$ cat config.mk
export PLATFORM = sky130hd
export DESIGN_NAME = bresenham_line_stepper
export DESIGN_NICKNAME = d
export VERILOG_FILES = /design/src/rtl/core/bls_pkg.sv /design/src/rtl/core/bls_cfg.sv /design/src/rtl/core/bls_in_reg.sv /design/src/rtl/core/bls_step.sv /design/src/rtl/core/bls_out_reg.sv /design/src/rtl/core/bresenham_line_stepper.sv
export SDC_FILE = /design/constraint.sdc
export NUM_CORES = 1
export LEC_CHECK = 0
export BUFFER_PORTS_ARGS = -buffer_cell sky130_fd_sc_hd__buf_2
export CORE_MARGIN = 1
export CORE_UTILIZATION = 35
export CTS_BUF_LIST = sky130_fd_sc_hd__clkbuf_2 sky130_fd_sc_hd__clkbuf_4 sky130_fd_sc_hd__clkbuf_8
export DETAILED_ROUTE_END_ITERATION = 8
export PLACE_DENSITY = 0.63
export SYNTH_ARGS = -nofsm -noshare
export SYNTH_HDL_FRONTEND = slang
export SYNTH_SLANG_ARGS = --single-unit
export TNS_END_PERCENT = 1
$ cat constraint.sdc
create_clock -name clk_i -period 28.9 [get_ports clk_i]
set_clock_uncertainty 0.15 [all_clocks]
set_input_delay 2.89 -clock clk_i [delete_from_list [all_inputs] [get_ports clk_i]]
set_output_delay 2.89 -clock clk_i [all_outputs]
set_load 0.02 [all_outputs]
$ cat src/rtl/core/bls_pkg.sv
// Shared types and constants for the Bresenham line stepper.
package bls_pkg;

  // Default coordinate width; the top level exposes it as a parameter.
  localparam int COORD_BITS_DEF = 13;

  // Configuration register width, reset value and bus widths.
  localparam int REG_BITS = 13;
  localparam logic [REG_BITS-1:0] IMAGE_SIZE_RESET = 13'd500;
  localparam int APB_DATA_W = 32;
  localparam int APB_ADDR_W = 3;

  // Register index, taken from the word address bit of paddr.
  localparam logic CFG_IDX_WIDTH  = 1'b0;
  localparam logic CFG_IDX_HEIGHT = 1'b1;

  // Color width.
  localparam int COLOR_BITS = 24;

  // Request kinds.
  typedef enum logic {
    REQ_START   = 1'b0,
    REQ_ADVANCE = 1'b1
  } req_type_e;

  // Per-pixel status flags handed from the step logic to the result register.
  typedef struct packed {
    logic pixel_valid;
    logic in_bounds;
    logic last_pixel;
  } pix_flags_t;

endpackage

$ cat src/rtl/core/bls_cfg.sv
// APB-style configuration registers for the image width and height.
module bls_cfg (
  input  logic                              clk_i,
  input  logic                              rst_ni,
  input  logic                              psel,
  input  logic                              penable,
  input  logic                              pwrite,
  input  logic [bls_pkg::APB_ADDR_W-1:0]    paddr,
  input  logic [bls_pkg::APB_DATA_W-1:0]    pwdata,
  output logic [bls_pkg::APB_DATA_W-1:0]    prdata,
  output logic                              pready,
  output logic [bls_pkg::REG_BITS-1:0]      image_width_o,
  output logic [bls_pkg::REG_BITS-1:0]      image_height_o
);
  import bls_pkg::*;

  logic                wr_en;
  logic                reg_idx;
  logic [REG_BITS-1:0] width_q, width_d;
  logic [REG_BITS-1:0] height_q, height_d;

  // The register index is the word address; the byte offset bits are ignored.
  assign reg_idx = paddr[2];
  assign wr_en   = psel && penable && pwrite;
  assign pready  = 1'b1;

  // Next register values on a completed write.
  always_comb begin
    width_d  = width_q;
    height_d = height_q;
    if (wr_en) begin
      case (reg_idx)
        CFG_IDX_WIDTH:  width_d  = pwdata[REG_BITS-1:0];
        CFG_IDX_HEIGHT: height_d = pwdata[REG_BITS-1:0];
        default: ;
      endcase
    end
  end

  always_ff @(posedge clk_i or negedge rst_ni) begin
    if (!rst_ni) begin
      width_q  <= IMAGE_SIZE_RESET;
      height_q <= IMAGE_SIZE_RESET;
    end else begin
      width_q  <= width_d;
      height_q <= height_d;
    end
  end

  // Read data, zero extended to the bus width.
  always_comb begin
    case (reg_idx)
      CFG_IDX_WIDTH:  prdata = APB_DATA_W'(width_q);
      CFG_IDX_HEIGHT: prdata = APB_DATA_W'(height_q);
      default:        prdata = '0;
    endcase
  end

  assign image_width_o  = width_q;
  assign image_height_o = height_q;

endmodule

$ cat src/rtl/core/bls_in_reg.sv
// Input register stage that holds one request until the step logic takes it.
module bls_in_reg #(
  parameter int COORD_BITS = bls_pkg::COORD_BITS_DEF
) (
  input  logic                              clk_i,
  input  logic                              rst_ni,
  input  logic                              in_valid_i,
  output logic                              in_stall_o,
  input  logic                              req_type_i,
  input  logic signed [COORD_BITS-1:0]      x_start_i,
  input  logic signed [COORD_BITS-1:0]      y_start_i,
  input  logic signed [COORD_BITS-1:0]      x_end_i,
  input  logic signed [COORD_BITS-1:0]      y_end_i,
  input  logic [bls_pkg::COLOR_BITS-1:0]    line_color_i,
  input  logic                              take_i,
  output logic                              valid_o,
  output logic                              req_type_o,
  output logic signed [COORD_BITS-1:0]      x_start_o,
  output logic signed [COORD_BITS-1:0]      y_start_o,
  output logic signed [COORD_BITS-1:0]      x_end_o,
  output logic signed [COORD_BITS-1:0]      y_end_o,
  output logic [bls_pkg::COLOR_BITS-1:0]    line_color_o
);
  import bls_pkg::*;

  logic                          valid_q, valid_d;
  logic                          load;
  logic                          req_type_q;
  logic signed [COORD_BITS-1:0]  x_start_q, y_start_q, x_end_q, y_end_q;
  logic [COLOR_BITS-1:0]         color_q;

  // The stage accepts a request when empty or when its content moves on.
  assign in_stall_o = valid_q && !take_i;
  assign load       = in_valid_i && !in_stall_o;

  always_comb begin
    valid_d = valid_q;
    if (load) begin
      valid_d = 1'b1;
    end else if (take_i) begin
      valid_d = 1'b0;
    end
  end

  always_ff @(posedge clk_i or negedge rst_ni) begin
    if (!rst_ni) begin
      valid_q <= 1'b0;
    end else begin
      valid_q <= valid_d;
    end
  end

  // Payload registers load only with a request.
  always_ff @(posedge clk_i) begin
    if (load) begin
      req_type_q <= req_type_i;
      x_start_q  <= x_start_i;
      y_start_q  <= y_start_i;
      x_end_q    <= x_end_i;
      y_end_q    <= y_end_i;
      color_q    <= line_color_i;
    end
  end

  assign valid_o      = valid_q;
  assign req_type_o   = req_type_q;
  assign x_start_o    = x_start_q;
  assign y_start_o    = y_start_q;
  assign x_end_o      = x_end_q;
  assign y_end_o      = y_end_q;
  assign line_color_o = color_q;

endmodule

$ cat src/rtl/core/bls_step.sv
// Bresenham stepper state and the per-request setup and step logic.
module bls_step #(
  parameter int COORD_BITS = bls_pkg::COORD_BITS_DEF
) (
  input  logic                              clk_i,
  input  logic                              rst_ni,
  input  logic                              fire_i,
  input  logic                              req_type_i,
  input  logic signed [COORD_BITS-1:0]      x_start_i,
  input  logic signed [COORD_BITS-1:0]      y_start_i,
  input  logic signed [COORD_BITS-1:0]      x_end_i,
  input  logic signed [COORD_BITS-1:0]      y_end_i,
  input  logic [bls_pkg::COLOR_BITS-1:0]    line_color_i,
  input  logic [bls_pkg::REG_BITS-1:0]      image_width_i,
  input  logic [bls_pkg::REG_BITS-1:0]      image_height_i,
  output logic signed [COORD_BITS-1:0]      pixel_x_o,
  output logic signed [COORD_BITS-1:0]      pixel_y_o,
  output logic [bls_pkg::COLOR_BITS-1:0]    pixel_color_o,
  output bls_pkg::pix_flags_t               flags_o
);
  import bls_pkg::*;

  localparam int ERR_W = COORD_BITS + 3;
  localparam int CMP_W = ((COORD_BITS > REG_BITS) ? COORD_BITS : REG_BITS) + 1;

  // Stepper state.
  logic signed [COORD_BITS-1:0] cur_x_q, cur_x_d, cur_y_q, cur_y_d;
  logic signed [ERR_W-1:0]      err_q, err_d;
  logic [1:0]                   step_x_q, step_x_d, step_y_q, step_y_d;
  logic [COORD_BITS-1:0]        major_q, major_d, minor_q, minor_d;
  logic                         x_major_q, x_major_d;
  logic [COORD_BITS-1:0]        left_q, left_d;
  logic [COLOR_BITS-1:0]        color_q, color_d;
  logic                         active_q, active_d;

  // Setup values of a start request.
  logic                         is_start;
  logic signed [COORD_BITS:0]   dx, dy;
  logic [COORD_BITS-1:0]        adx, ady;
  logic [1:0]                   sx_new, sy_new;
  logic                         x_major_new;
  logic [COORD_BITS-1:0]        major_new, minor_new;
  logic signed [ERR_W-1:0]      err_new;

  // Effective values: the freshly set-up line on a start, else the state.
  logic signed [COORD_BITS-1:0] e_x, e_y;
  logic signed [ERR_W-1:0]      e_err;
  logic [1:0]                   e_sx, e_sy;
  logic [COORD_BITS-1:0]        e_major, e_minor, e_left;
  logic                         e_x_major;
  logic [COLOR_BITS-1:0]        e_color;
  logic                         e_active;

  // Step results.
  logic                         is_last;
  logic                         minor_neg;
  logic                         err_ge;
  logic                         move_x, move_y;
  logic signed [ERR_W-1:0]      major2, minor2;
  logic signed [ERR_W-1:0]      err_nx;
  logic signed [COORD_BITS-1:0] x_nx, y_nx;
  logic                         x_inside, y_inside;

  assign is_start = (req_type_i == REQ_START);

  // Line setup: deltas, magnitudes, directions and the initial error.
  always_comb begin
    dx  = {x_end_i[COORD_BITS-1], x_end_i} - {x_start_i[COORD_BITS-1], x_start_i};
    dy  = {y_end_i[COORD_BITS-1], y_end_i} - {y_start_i[COORD_BITS-1], y_start_i};
    adx = dx[COORD_BITS] ? COORD_BITS'(-dx) : dx[COORD_BITS-1:0];
    ady = dy[COORD_BITS] ? COORD_BITS'(-dy) : dy[COORD_BITS-1:0];
    sx_new = (dx == '0) ? 2'b00 : (dx[COORD_BITS] ? 2'b11 : 2'b01);
    sy_new = (dy == '0) ? 2'b00 : (dy[COORD_BITS] ? 2'b11 : 2'b01);
    x_major_new = (adx >= ady);
    major_new   = x_major_new ? adx : ady;
    minor_new   = x_major_new ? ady : adx;
    err_new     = $signed({2'b00, minor_new, 1'b0}) - $signed({3'b000, major_new});
  end

  // Select the set-up line or the stored one.
  always_comb begin
    if (is_start) begin
      e_x       = x_start_i;
      e_y       = y_start_i;
      e_err     = err_new;
      e_sx      = sx_new;
      e_sy      = sy_new;
      e_major   = major_new;
      e_minor   = minor_new;
      e_left    = major_new;
      e_x_major = x_major_new;
      e_color   = line_color_i;
      e_active  = 1'b1;
    end else begin
      e_x       = cur_x_q;
      e_y       = cur_y_q;
      e_err     = err_q;
      e_sx      = step_x_q;
      e_sy      = step_y_q;
      e_major   = major_q;
      e_minor   = minor_q;
      e_left    = left_q;
      e_x_major = x_major_q;
      e_color   = color_q;
      e_active  = active_q;
    end
  end

  // One Bresenham step; the minor axis moves at error >= 1 when it runs negative.
  always_comb begin
    is_last   = (e_left == '0);
    minor_neg = e_x_major ? e_sy[1] : e_sx[1];
    err_ge    = minor_neg ? (!e_err[ERR_W-1] && (e_err != '0)) : !e_err[ERR_W-1];
    major2    = $signed({2'b00, e_major, 1'b0});
    minor2    = $signed({2'b00, e_minor, 1'b0});
    err_nx    = e_err - (err_ge ? major2 : ERR_W'(0)) + minor2;
    move_x    = e_x_major || err_ge;
    move_y    = !e_x_major || err_ge;
    x_nx      = move_x ? (e_x + {{(COORD_BITS-2){e_sx[1]}}, e_sx}) : e_x;
    y_nx      = move_y ? (e_y + {{(COORD_BITS-2){e_sy[1]}}, e_sy}) : e_y;
  end

  // Next state, updated only when a request passes through.
  always_comb begin
    cur_x_d   = cur_x_q;
    cur_y_d   = cur_y_q;
    err_d     = err_q;
    step_x_d  = step_x_q;
    step_y_d  = step_y_q;
    major_d   = major_q;
    minor_d   = minor_q;
    x_major_d = x_major_q;
    left_d    = left_q;
    color_d   = color_q;
    active_d  = active_q;
    if (fire_i && e_active) begin
      step_x_d  = e_sx;
      step_y_d  = e_sy;
      major_d   = e_major;
      minor_d   = e_minor;
      x_major_d = e_x_major;
      color_d   = e_color;
      if (is_last) begin
        cur_x_d  = e_x;
        cur_y_d  = e_y;
        err_d    = e_err;
        left_d   = e_left;
        active_d = 1'b0;
      end else begin
        cur_x_d  = x_nx;
        cur_y_d  = y_nx;
        err_d    = err_nx;
        left_d   = e_left - 1'b1;
        active_d = 1'b1;
      end
    end
  end

  always_ff @(posedge clk_i or negedge rst_ni) begin
    if (!rst_ni) begin
      cur_x_q   <= '0;
      cur_y_q   <= '0;
      err_q     <= '0;
      step_x_q  <= '0;
      step_y_q  <= '0;
      major_q   <= '0;
      minor_q   <= '0;
      x_major_q <= 1'b0;
      left_q    <= '0;
      color_q   <= '0;
      active_q  <= 1'b0;
    end else begin
      cur_x_q   <= cur_x_d;
      cur_y_q   <= cur_y_d;
      err_q     <= err_d;
      step_x_q  <= step_x_d;
      step_y_q  <= step_y_d;
      major_q   <= major_d;
      minor_q   <= minor_d;
      x_major_q <= x_major_d;
      left_q    <= left_d;
      color_q   <= color_d;
      active_q  <= active_d;
    end
  end

  // Bounds check against the configured image size.
  assign x_inside = !e_x[COORD_BITS-1] &&
                    ({{(CMP_W-COORD_BITS){1'b0}}, e_x} < CMP_W'(image_width_i));
  assign y_inside = !e_y[COORD_BITS-1] &&
                    ({{(CMP_W-COORD_BITS){1'b0}}, e_y} < CMP_W'(image_height_i));

  // Result of the request; all zero when no line is active.
  always_comb begin
    pixel_x_o           = e_active ? e_x : '0;
    pixel_y_o           = e_active ? e_y : '0;
    pixel_color_o       = e_active ? e_color : '0;
    flags_o.pixel_valid = e_active;
    flags_o.in_bounds   = e_active && x_inside && y_inside;
    flags_o.last_pixel  = e_active && is_last;
  end

endmodule

$ cat src/rtl/core/bls_out_reg.sv
// Result register that holds one pixel until the consumer takes it.
module bls_out_reg #(
  parameter int COORD_BITS = bls_pkg::COORD_BITS_DEF
) (
  input  logic                              clk_i,
  input  logic                              rst_ni,
  input  logic                              fire_i,
  output logic                              free_o,
  input  logic signed [COORD_BITS-1:0]      pixel_x_i,
  input  logic signed [COORD_BITS-1:0]      pixel_y_i,
  input  logic [bls_pkg::COLOR_BITS-1:0]    pixel_color_i,
  input  bls_pkg::pix_flags_t               flags_i,
  output logic                              out_valid_o,
  input  logic                              out_stall_i,
  output logic signed [COORD_BITS-1:0]      pixel_x_o,
  output logic signed [COORD_BITS-1:0]      pixel_y_o,
  output logic [bls_pkg::COLOR_BITS-1:0]    pixel_color_o,
  output bls_pkg::pix_flags_t               flags_o
);
  import bls_pkg::*;

  logic                         valid_q, valid_d;
  logic signed [COORD_BITS-1:0] x_q, y_q;
  logic [COLOR_BITS-1:0]        color_q;
  pix_flags_t                   flags_q;

  // The register can take a new result when empty or being drained.
  assign free_o = !valid_q || !out_stall_i;

  always_comb begin
    valid_d = valid_q;
    if (fire_i) begin
      valid_d = 1'b1;
    end else if (!out_stall_i) begin
      valid_d = 1'b0;
    end
  end

  always_ff @(posedge clk_i or negedge rst_ni) begin
    if (!rst_ni) begin
      valid_q <= 1'b0;
    end else begin
      valid_q <= valid_d;
    end
  end

  // Result payload.
  always_ff @(posedge clk_i) begin
    if (fire_i) begin
      x_q     <= pixel_x_i;
      y_q     <= pixel_y_i;
      color_q <= pixel_color_i;
      flags_q <= flags_i;
    end
  end

  assign out_valid_o   = valid_q;
  assign pixel_x_o     = x_q;
  assign pixel_y_o     = y_q;
  assign pixel_color_o = color_q;
  assign flags_o       = flags_q;

endmodule

$ cat src/rtl/core/bresenham_line_stepper.sv
// Bresenham line stepper, all octants: a start request sets up a line and returns
// its first pixel, each advance request returns the next pixel, one result per
// request, each flagged in_bounds against the configured image size and
// last_pixel at the second endpoint; an advance while idle returns a result with
// pixel_valid low and all other fields zero. The block takes one request every
// clock and returns one pixel every clock while the pixel port does not stall.
// A request goes through the input register, then the result register, to the
// pixel port; a stalled pixel port holds the result and then the input register,
// after which the request side stalls. The step logic between the two registers
// updates the line state once per request, which sets that rate. Image width and
// height are written over the APB port at 0x0 and 0x4.
module bresenham_line_stepper #(
  parameter int COORD_BITS = bls_pkg::COORD_BITS_DEF
) (
  input  logic                              clk_i,
  input  logic                              rst_ni,
  // Configuration port.
  input  logic                              psel,
  input  logic                              penable,
  input  logic                              pwrite,
  input  logic [bls_pkg::APB_ADDR_W-1:0]    paddr,
  input  logic [bls_pkg::APB_DATA_W-1:0]    pwdata,
  output logic [bls_pkg::APB_DATA_W-1:0]    prdata,
  output logic                              pready,
  // Request channel.
  input  logic                              in_valid_i,
  output logic                              in_stall_o,
  input  logic                              req_type_i,
  input  logic signed [COORD_BITS-1:0]      x_start_i,
  input  logic signed [COORD_BITS-1:0]      y_start_i,
  input  logic signed [COORD_BITS-1:0]      x_end_i,
  input  logic signed [COORD_BITS-1:0]      y_end_i,
  input  logic [bls_pkg::COLOR_BITS-1:0]    line_color_i,
  // Pixel channel.
  output logic                              out_valid_o,
  input  logic                              out_stall_i,
  output logic signed [COORD_BITS-1:0]      pixel_x_o,
  output logic signed [COORD_BITS-1:0]      pixel_y_o,
  output logic [bls_pkg::COLOR_BITS-1:0]    pixel_color_o,
  output logic                              pixel_valid_o,
  output logic                              in_bounds_o,
  output logic                              last_pixel_o
);
  import bls_pkg::*;

  logic [REG_BITS-1:0]          image_width;
  logic [REG_BITS-1:0]          image_height;
  logic                         s1_valid;
  logic                         s1_req_type;
  logic signed [COORD_BITS-1:0] s1_x_start, s1_y_start, s1_x_end, s1_y_end;
  logic [COLOR_BITS-1:0]        s1_color;
  logic                         out_free;
  logic                         fire;
  logic signed [COORD_BITS-1:0] st_x, st_y;
  logic [COLOR_BITS-1:0]        st_color;
  pix_flags_t                   st_flags;
  pix_flags_t                   out_flags;

  // A request moves from the input register into the result register.
  assign fire = s1_valid && out_free;

  bls_cfg u_cfg (
    .clk_i          (clk_i),
    .rst_ni         (rst_ni),
    .psel           (psel),
    .penable        (penable),
    .pwrite         (pwrite),
    .paddr          (paddr),
    .pwdata         (pwdata),
    .prdata         (prdata),
    .pready         (pready),
    .image_width_o  (image_width),
    .image_height_o (image_height)
  );

  bls_in_reg #(.COORD_BITS(COORD_BITS)) u_in_reg (
    .clk_i        (clk_i),
    .rst_ni       (rst_ni),
    .in_valid_i   (in_valid_i),
    .in_stall_o   (in_stall_o),
    .req_type_i   (req_type_i),
    .x_start_i    (x_start_i),
    .y_start_i    (y_start_i),
    .x_end_i      (x_end_i),
    .y_end_i      (y_end_i),
    .line_color_i (line_color_i),
    .take_i       (out_free),
    .valid_o      (s1_valid),
    .req_type_o   (s1_req_type),
    .x_start_o    (s1_x_start),
    .y_start_o    (s1_y_start),
    .x_end_o      (s1_x_end),
    .y_end_o      (s1_y_end),
    .line_color_o (s1_color)
  );

  bls_step #(.COORD_BITS(COORD_BITS)) u_step (
    .clk_i          (clk_i),
    .rst_ni         (rst_ni),
    .fire_i         (fire),
    .req_type_i     (s1_req_type),
    .x_start_i      (s1_x_start),
    .y_start_i      (s1_y_start),
    .x_end_i        (s1_x_end),
    .y_end_i        (s1_y_end),
    .line_color_i   (s1_color),
    .image_width_i  (image_width),
    .image_height_i (image_height),
    .pixel_x_o      (st_x),
    .pixel_y_o      (st_y),
    .pixel_color_o  (st_color),
    .flags_o        (st_flags)
  );

  bls_out_reg #(.COORD_BITS(COORD_BITS)) u_out_reg (
    .clk_i         (clk_i),
    .rst_ni        (rst_ni),
    .fire_i        (fire),
    .free_o        (out_free),
    .pixel_x_i     (st_x),
    .pixel_y_i     (st_y),
    .pixel_color_i (st_color),
    .flags_i       (st_flags),
    .out_valid_o   (out_valid_o),
    .out_stall_i   (out_stall_i),
    .pixel_x_o     (pixel_x_o),
    .pixel_y_o     (pixel_y_o),
    .pixel_color_o (pixel_color_o),
    .flags_o       (out_flags)
  );

  assign pixel_valid_o = out_flags.pixel_valid;
  assign in_bounds_o   = out_flags.in_bounds;
  assign last_pixel_o  = out_flags.last_pixel;

  // An empty result register never holds back the request side.
  a_no_stall_when_empty: assert property (
    @(posedge clk_i) disable iff (!rst_ni)
    !out_valid_o |-> !in_stall_o
  ) else $error("request side stalled while the result register is empty");

  // An in-bounds pixel has non-negative coordinates and is a real pixel.
  a_in_bounds_coords: assert property (
    @(posedge clk_i) disable iff (!rst_ni)
    (out_valid_o && in_bounds_o) |->
      (pixel_valid_o && !pixel_x_o[COORD_BITS-1] && !pixel_y_o[COORD_BITS-1])
  ) else $error("in-bounds pixel with negative coordinate or no pixel");

  // The image width changes only through a configuration write.
  a_width_only_by_write: assert property (
    @(posedge clk_i) disable iff (!rst_ni)
    !(psel && penable && pwrite) |=> $stable(image_width)
  ) else $error("image width changed without a configuration write");

endmodule
==> impl_metrics.tcl, run 1 <==
set metrics [dict create \
    status "completed" \
    synth-seq-cells 269 \
    nNetsFinal 2270 \
    p_per_area_mw_per_mm2 140.8 \
    syn_inst 1870 \
    drtIter0Drc 881 \
    antenna_left 0 \
    synth_seq_area_share_pct 41.90 \
    maxCapViolCount 0 \
    timing.fmax_mhz 68.68 \
    top_layer "met4" \
    vias 14065 \
    hold_buffers 0 \
    layout_min_cycle_time_ns 14.56 \
    clk_latency_ns 0.61 \
    die_x_um 226.6 \
    placed_area_sq_mm 0.01906 \
    clk_pin_slew_worst_paths_ns 0.06 \
    finalPower_uw 2818 \
    yosysWarnings 0 \
    final_cell_mix "nand2_1, o21ai_0, buf_2" \
    met1_length_um 19490 \
    track_usage_pct 17.67 \
    fin_crit_sh_pct 50.38 \
    min_path_type "flip-flop to flip-flop" \
    cp_common_cell "a21o_1" \
    cp-start-kind "flip-flop" \
    r2r_cells 57 \
    routabilityCongestion 0.8805 \
    cts_sinks 269 \
    p_leak_uw 0.008877 \
    grt_pass1_wl_um 71590 \
    synth_edf_count 130 \
    drv_slew 0 \
    final_area_sq_mm 0.02001 \
    ctsLongestPathBuffers 3 \
    fin_ws_ns 14.34 \
    grt-ovfl-total 0 \
    rsz0062_at_grt "false" \
    endpoint "u_step.err_q[14]$_DFFE_PN0P_" \
    setup_tns_ns 0 \
    grt_max_degree 94 \
    route.met2.wl_um 22230 \
    drt_wl_total_um 45130 \
    finalSetupViolCount 0 \
    antenna_found_initial 1 \
    max_stage_delay_ns 0.71 \
    pin_count 207 \
    place_hpwl_um 32570 \
    die_h_um 226.6 \
    peakVddDrop_uv 92.51 \
    critical_path_required_ns 29.26 \
    dr.pass1.iters 5 \
    route.detailed.drc 0 \
    syn_to_final_growth_pct 13.37 \
    n_fill_cell 4859 \
    rr_startpoint "u_in_reg.x_start_o[1]$_DFFE_PP_" \
    crit_path_top_delay_cell "a2111oi_0" \
    cts_repair_resize_count 0 \
    place_ws_ns 14.49 \
    timing.critical_path.from "u_in_reg.x_start_o[1]$_DFFE_PP_" \
    stdcell_count 2723 \
    ys_async_sr_fraction_pct 51.67 \
    cts-htree-levels 2 \
    core_area_sq_mm 0.04936 \
    final_common_cell "nand2_1" \
    cp_max_fo 28 \
    worst_pin_slew_ns 1.178 \
    syn_area_per_cell_sq_um 9.440 \
    ys_types 96 \
    reg2reg_to "u_step.err_q[14]$_DFFE_PN0P_" \
    grt_pass1_vias 13570 \
    io_buffers 165 \
    synth_area_sq_mm 0.01765 \
    via_per_inst 5.165 \
    ys.flop_type "edfxtp_1" \
    clockRootBuffer "clkbuf_8" \
    start_util_pct 35.77 \
    postCtsSetupBuffers 0 \
    reg2reg_slack_ns 14.34 \
    crit_arrival_ns 14.91 \
    relSlewSlack_pct 19.41 \
    cts_made_buffers 46 \
    placed_cells 2637 \
    hold_viol 0 \
    wl_met3_um 1942 \
    die_area_sq_mm 0.05134 \
    drive_gt1_share_pct 16.86 \
    wl_per_cell_um 16.57 \
    rows 81 \
    end_kind "flip-flop" \
    crit_type "flip-flop to flip-flop" \
    tritoncts "yes" \
]
per-stage QoR:
step | hold WS [ns] | util (%)
finish | 0.3296 | 40.55
CTS | 0.3339 | 40.55
floorplan | 0.2897 | -
global placement | 0.3084 | 38.62
global route | 0.3499 | 40.55
detailed placement | 0.3151 | 38.62
area by class of cell:
type | count | area [sq um] | area share (%)
multi-input combinational | 1372 | 9300 | 46.47
sequential | 269 | 7397 | 36.96
timing repair buffer | 185 | 982.2 | 4.907
tap | 664 | 830.8 | 4.151
clock buffer | 64 | 793.3 | 3.963
inverter | 147 | 551.8 | 2.757
clock inverter | 21 | 156.4 | 0.7814
antenna | 1 | 2.502 | 0.01250
worst max-delay path, delay by kind of cell (launching register included):
kind            cells  cell delay [ns]
simple gates       15             2.98
compound gates     29             7.24
fa+ha+maj           6             2.24
buf+inv             5             0.84
flops               1             0.45
xor+xnor            2             0.54
report_power, final:
part           internal (uW)  switching, uW
registers                508           49.6
clock network            196            161
logic                    811           1090
total                   1520           1300
how the worst min path moves through the flow:
| stage | startpoint | endpoint | slack (ns) | cells after the start |
|---|---|---|---|---|
| 2_1_floorplan | u_step.err_q[7]$_DFFE_PN0P_ | u_step.err_q[7]$_DFFE_PN0P_ | 0.29 | 2 |
| 3_3_place_gp | u_step.err_q[7]$_DFFE_PN0P_ | u_step.err_q[7]$_DFFE_PN0P_ | 0.31 | 2 |
| 3_5_place_dp | u_step.err_q[7]$_DFFE_PN0P_ | u_step.err_q[7]$_DFFE_PN0P_ | 0.32 | 2 |
| 4_1_cts | u_step.err_q[13]$_DFFE_PN0P_ | u_step.err_q[13]$_DFFE_PN0P_ | 0.33 | 2 |
| 5_1_grt | u_step.cur_y_q[12]$_DFFE_PN0P_ | u_step.cur_y_q[12]$_DFFE_PN0P_ | 0.35 | 2 |
| 6_report | u_step.color_q[1]$_DFFE_PN0P_ | u_step.color_q[1]$_DFFE_PN0P_ | 0.33 | 2 |
routing by layer:
metal	track usage, %	up-vias
met4	7.193	0
met3	2.812	84
li1	-	6878
met2	30.10	330
met1	22.23	6773
met5	0	-
sequential cells by signal, summed over array words and instances, names as in the netlist, 16 cells and up:
name                     cells
u_step.color_q              24
u_step.err_q                16
u_out_reg.pixel_color_o     24
u_in_reg.line_color_o       24
cells in the mapped netlist (48+ instances only):
cell | number | area, sq um
ha_1 | 111 | 1389
a21oi_1 | 136 | 680.7
clkbuf_1 | 59 | 221.5
nand3_1 | 48 | 240.2
edfxtp_1 | 130 | 3904
nor2_1 | 147 | 551.8
mux2i_1 | 51 | 510.5
dfrtp_1 | 127 | 3178
nand2_1 | 185 | 694.4
inv_1 | 144 | 540.5
o21ai_0 | 179 | 895.9
xnor2_1 | 48 | 420.4
cells by family (layout without fill, tap and decap cells):
family / Yosys count / in the layout / share of synthesized area (%)
simple gates: 534 / 534 / 14.28
compound gates: 514 / 514 / 18.36
flops: 269 / 269 / 41.90
buf+inv: 247 / 417 / 5.883
fa+ha+maj: 130 / 130 / 10.02
xor+xnor: 90 / 90 / 4.508
mux: 84 / 84 / 4.997
other cells: 2 / 21 / 0.04254
(Power assumes the default switching activity.)
==> run 2, diff against run 1 <==
clock period = 13.75 ns   (was 28.9 ns; I/O delays follow)
==> run 2 against run 1 <==
  * Global-route usage up 0.24 points
  * Sequential power rose by 110%
  * Total power up 110%
  * Count of clock-buffer cells in the layout fell by 7
  * Cell count rose by 0.44%
  * Sequential cell count did not move
  * Critical path depth grew 1
  * Critical path type unchanged
  * Largest cell class unchanged
  * Highest routed layer unchanged
==> impl_metrics.tcl, run 2 (same netlist as run 1, synthesis figures left out) <==
set metrics [dict create \
    track_usage_pct 17.91 \
    min_path_type "flip-flop to flip-flop" \
    cts-htree-levels 2 \
    critical_path_required_ns 14.11 \
    fin_util_pct 40.80 \
    timing.critical_path.from "u_in_reg.x_start_o[0]$_DFFE_PP_" \
    hold_path_depth 2 \
    cp_common_cell "a21o_1" \
    grt_pass1_vias 13545 \
    pwr-share-comb_pct 68.0 \
    die_area_sq_mm 0.05134 \
    relSlewSlack_pct 22.32 \
    crit_path_top_delay_cell "fa_1" \
    p_sw_uw 2759 \
    nNetsFinal 2282 \
    p_sw_share_pct 46.27 \
    place_hpwl_um 32540 \
    dr.pass1.iters 5 \
    holdWs_ns 0.3278 \
    drt_wl_total_um 45490 \
    end_kind "flip-flop" \
    pin_count 207 \
    p_int_uw 3204 \
    placed_cells 2648 \
    ctsLongestPathBuffers 3 \
    worst_pin_slew_ns 1.162 \
    core_area_sq_mm 0.04936 \
    via_per_inst 5.114 \
    route.detailed.drc 0 \
    grt_max_degree 95 \
    clockRootBuffer "clkbuf_8" \
    final_common_cell "nand2_1" \
    crit_type "flip-flop to flip-flop" \
    hold_buffers 0 \
    timing.fmax_mhz 77.70 \
    maxCapViolCount 0 \
    cp_num_buf_inv 5 \
    pwr-share-clk_pct 12.3 \
    grt-ovfl-total 0 \
    drv_slew 0 \
    vias 13988 \
    layout_min_cycle_time_ns 12.87 \
    min-delay-start "u_step.minor_q[9]$_DFFE_PN0P_" \
    rsz0062_at_grt "false" \
    max_stage_delay_ns 0.55 \
    cp_max_fo 10 \
    route.met2.wl_um 22270 \
    critical_path_depth 58 \
    wl_met3_um 1910 \
    die_x_um 226.6 \
    cpLargestDelayFamily "compound AO/OA/AOI/OAI gates" \
    syn_to_final_growth_pct 14.08 \
    drive_gt1_share_pct 17.68 \
    cts_made_buffers 46 \
    p_leak_uw 0.008954 \
    grt_pass1_wl_um 72040 \
    cts_sinks 269 \
    rows 81 \
    final_cell_mix "nand2_1, o21ai_0, buf_2" \
    status "completed" \
    r2r_cells 58 \
    wl_per_cell_um 16.63 \
    reg2reg_slack_ns 0.88 \
    hold_viol 0 \
    drtIter0Drc 921 \
    antenna_left 0 \
    io_buffers 165 \
    fin_crit_sh_pct 93.60 \
    p_per_area_mw_per_mm2 296.1 \
    setup_tns_ns 0 \
    top_layer "met4" \
    start_util_pct 35.77 \
    peakVddDrop_uv 206.2 \
    crit_arrival_ns 13.23 \
    routabilityCongestion 0.8892 \
    cp-start-kind "flip-flop" \
    clk_latency_ns 0.63 \
    seq_power_share_pct 19.7 \
    finalSetupViolCount 0 \
    antenna_found_initial 1 \
    rr_startpoint "u_in_reg.x_start_o[0]$_DFFE_PP_" \
    clk_pin_slew_worst_paths_ns 0.06 \
    tritoncts "yes" \
    stdcell_count 2735 \
    met1_length_um 20110 \
    die_h_um 226.6 \
]
==> run 2: cell types whose count changed in the layout (fill, tap and decap cells not counted), sizes merged <==
cell / delta
clkbuf: -7
clkinvlp: +1
buf: +12
clkinv: +7
inv: -1
==> run 2: per-stage QoR <==
step / area, sq um / setup slack (ns) / total power, uW
2_1_floorplan: 17720 / 2.013 / 4327
4_1_cts: 20070 / 0.5746 / 5952
6_report: 20140 / 0.8798 / 5963
3_5_place_dp: 19140 / 0.6333 / 5178
3_3_place_gp: 19140 / 0.8096 / 5051
5_1_grt: 20140 / 0.01449 / 6544
==> run 2: area by class of cell <==
| type | instances | area [sq um] |
|---|---|---|
| Inverter | 147 | 551.8 |
| Fill cell | 4844 | 29220 |
| Clock buffer | 57 | 734.5 |
| Timing Repair Buffer | 197 | 1072 |
| Multi-Input combinational cell | 1372 | 9361 |
| Sequential cell | 269 | 7397 |
| Tap cell | 664 | 830.8 |
| Antenna cell | 1 | 2.502 |
| Clock inverter | 28 | 187.7 |
==> run 2: worst register-to-register path, delay by kind of cell, from the launching register on <==
family / cells / cell delay, ns
XOR/XNOR: 3 / 0.72
buffers and inverters: 5 / 0.70
adder cells (fa/ha/maj): 7 / 2.52
AO/OA/AOI/OAI: 27 / 5.67
AND/OR/NAND/NOR: 16 / 2.64
flip-flops: 1 / 0.40
==> run 2: power groups by stage <==
stage	logic, uW	registers [uW]	clock network [uW]
2_1_floorplan	3140	1180	0
3_3_place_gp	3870	1180	0
3_5_place_dp	3990	1190	0
4_1_cts	4020	1170	757
5_1_grt	4560	1200	789
6_report	4060	1170	734
==> run 2: layer usage <==
metal,global-route usage [%],vias to the layer above
li1,-,6880
met1,23.35,6707
met2,30.20,327
met3,2.410,74
met4,6.517,0
met5,0,-
==> run 2: path summary, 6_finish.rpt <==
kind	endpoint
worst min-delay path	u_step.minor_q[9]$_DFFE_PN0P_
worst min register to register	u_step.minor_q[9]$_DFFE_PN0P_
worst max register to register	u_step.err_q[14]$_DFFE_PN0P_
max in group asynchronous	u_step.minor_q[6]$_DFFE_PN0P_
worst max-delay path	u_step.err_q[14]$_DFFE_PN0P_
min in group asynchronous	u_step.color_q[0]$_DFFE_PN0P_
==> run 2: repair_timing <==
action,4_1_cts,5_1_grt
setup buffers,0,1
resized for setup,0,10
endpoints found under the hold margin,0,0
endpoints found under the setup margin,0,3
==> run 3, diff against run 2 <==
ABC_AREA = 1   (was not set)
==> run 3 against run 2 <==
  * Cell count grew 13%
  * Core utilization shrank 0.47 points
  * Worst hold slack lost 0.0039 ns
  * Global-route usage grew 0.54 points
  * First-iteration DRC count grew 11%
  * Die area grew 1.5%
  * Sequential cell count is the same
==> impl_metrics.tcl, run 3 <==
set metrics [dict create \
    synth_area_sq_mm 0.01792 \
    dr.pass1.iters 7 \
    worst_pin_slew_ns 1.119 \
    synth.area.top_cells "edfxtp_1, dfrtp_1, nand2_1" \
    grt_pass1_vias 14793 \
    tritoncts "yes" \
    crit_path_top_delay_cell "fa_1" \
    n_fill_cell 5012 \
    grt_pass1_wl_um 76950 \
    place_ws_ns 1.641 \
    via_per_inst 4.837 \
    crit_type "flip-flop to flip-flop" \
    routabilityCongestion 0.8716 \
    yosysMostFrequentCell "nand2_1" \
    relSlewSlack_pct 25.42 \
    postCtsSetupBuffers 0 \
    grt-ovfl-total 0 \
    io_buffers 165 \
    yosysWarnings 0 \
    cts_sinks 269 \
    drv_slew 0 \
    synth_common_cells "nand2_1, inv_1, o21ai_0" \
    start_util_pct 35.57 \
    max_stage_delay_ns 0.50 \
    clockRootBuffer "clkbuf_8" \
    antenna_found_initial 2 \
    synth_edf_count 130 \
    busiest_layer "met2" \
    synth-seq-cells 269 \
    nNetsFinal 2625 \
    rsz0062_at_grt "false" \
    synth_top_cell_by_area "edfxtp_1" \
    maxCapViolCount 0 \
    die_area_sq_mm 0.05210 \
    end_kind "flip-flop" \
    synth_top_area_share_pct 21.79 \
    cp-start-kind "flip-flop" \
    drt_wl_total_um 47840 \
    min_path_type "flip-flop to flip-flop" \
    final_common_cell "nand2_1" \
    clk_pin_slew_worst_paths_ns 0.06 \
    antenna_left 0 \
    syn_area_per_cell_sq_um 8.060 \
    grt_max_degree 117 \
    cts_made_buffers 50 \
    fin_ws_ns 1.523 \
    route.detailed.drc 0 \
    critical_path_required_ns 14.06 \
    multi_input_area_sq_mm 0.008782 \
    hold_viol 0 \
    ctsLongestPathBuffers 3 \
    syn_inst 2223 \
    cp_max_fo 34 \
    stdcell_count 3090 \
    finalSetupViolCount 0 \
    fin_util_pct 40.33 \
    grtUsageMet1_pct 25.06 \
    hold_buffers 0 \
    cp_common_cell "nor2_1" \
    syn_to_final_growth_pct 13.39 \
    pin_count 207 \
    cts_repair_resize_count 0 \
    die_x_um 228.3 \
    met2_usage_pct 29.90 \
    regArea_sq_mm 0.007397 \
    layout_min_cycle_time_ns 12.23 \
    cts-htree-levels 2 \
    fin_crit_sh_pct 88.92 \
    placed_cells 2996 \
    drive_gt1_share_pct 15.35 \
    timing.fmax_mhz 81.79 \
    ys.flop_type "edfxtp_1" \
    ys_types 54 \
    final_cell_mix "nand2_1, inv_1, o21ai_0" \
    wl_per_cell_um 15.48 \
    track_usage_pct 18.45 \
    crit_arrival_ns 12.53 \
    clk_latency_ns 0.65 \
    vias 14947 \
    rows 82 \
    place_hpwl_um 35440 \
    met3_usage_pct 2.800 \
    die_h_um 228.3 \
    status "completed" \
    drtIter0Drc 1018 \
    core_area_sq_mm 0.05038 \
    setup_tns_ns 0 \
    ys_async_sr_fraction_pct 51.67 \
    synth_seq_area_share_pct 41.28 \
]
run 3: per-stage QoR:
step                hold slack, ns  area (sq um)
finish                      0.3239         20320
global route                0.3468         20320
CTS                         0.3298         20310
detailed placement          0.3137         19260
global placement            0.3070         19260
floorplan                   0.2914         17990
run 3: worst max-delay path: cells and delay by family (launching register included):
family	cells	cell delay (ns)
AO/OA/AOI/OAI	19	3.25
XOR/XNOR	2	0.53
adder cells (fa/ha/maj)	6	2.40
buffers and inverters	5	0.86
flip-flops	1	0.43
AND/OR/NAND/NOR	39	4.38
run 3: layout make-up:
cell class | instances | area share (%)
diodes | 1 | 0.01232
clock buffers | 67 | 4.108
clock inverters | 26 | 1.090
inverters | 354 | 6.553
multi-input cells | 1526 | 43.23
flip-flops and latches | 269 | 36.41
well taps | 672 | 4.138
repair buffers | 175 | 4.465
run 3: final timing paths:
| path | startpoint | to | slack (ns) | depth (start not counted) |
|---|---|---|---|---|
| max | u_in_reg.x_start_o[2]$_DFFE_PP_ | u_step.err_q[15]$_DFFE_PN0P_ | 1.52 | 71 |
| min | u_step.cur_y_q[3]$_DFFE_PN0P_ | u_step.cur_y_q[3]$_DFFE_PN0P_ | 0.32 | 2 |
| max reg2reg | u_in_reg.x_start_o[2]$_DFFE_PP_ | u_step.err_q[15]$_DFFE_PN0P_ | 1.52 | 71 |
| min reg2reg | u_step.cur_y_q[3]$_DFFE_PN0P_ | u_step.cur_y_q[3]$_DFFE_PN0P_ | 0.32 | 2 |
| max in group asynchronous | rst_ni | u_step.color_q[16]$_DFFE_PN0P_ | 11.37 | 2 |
| min in group asynchronous | rst_ni | u_step.cur_x_q[6]$_DFFE_PN0P_ | 0.61 | 1 |
run 3: per-layer routing:
layer | part of all wire [%] | vias to the layer above
met5 | 0 | -
met3 | 4.6 | 74
li1 | - | 7483
met4 | 2.8 | 0
met2 | 46 | 346
met1 | 46 | 7044
run 3: logic make-up after synthesis:
group,after synthesis,share of synthesized area (%)
AOI/OAI and AO/OA,330,10.12
other,2,0.04191
buffers and inverters,446,10.17
xor gates and xnor gates,66,3.268
adders and majority gates,130,9.874
and+or+nand+nor,948,23.46
muxes,32,1.788
DFF,269,41.28
Power of run 3 is left out: the tool's default activity adds up to more than one toggle a clock period on the data nets, which glitch-free logic cannot reach.
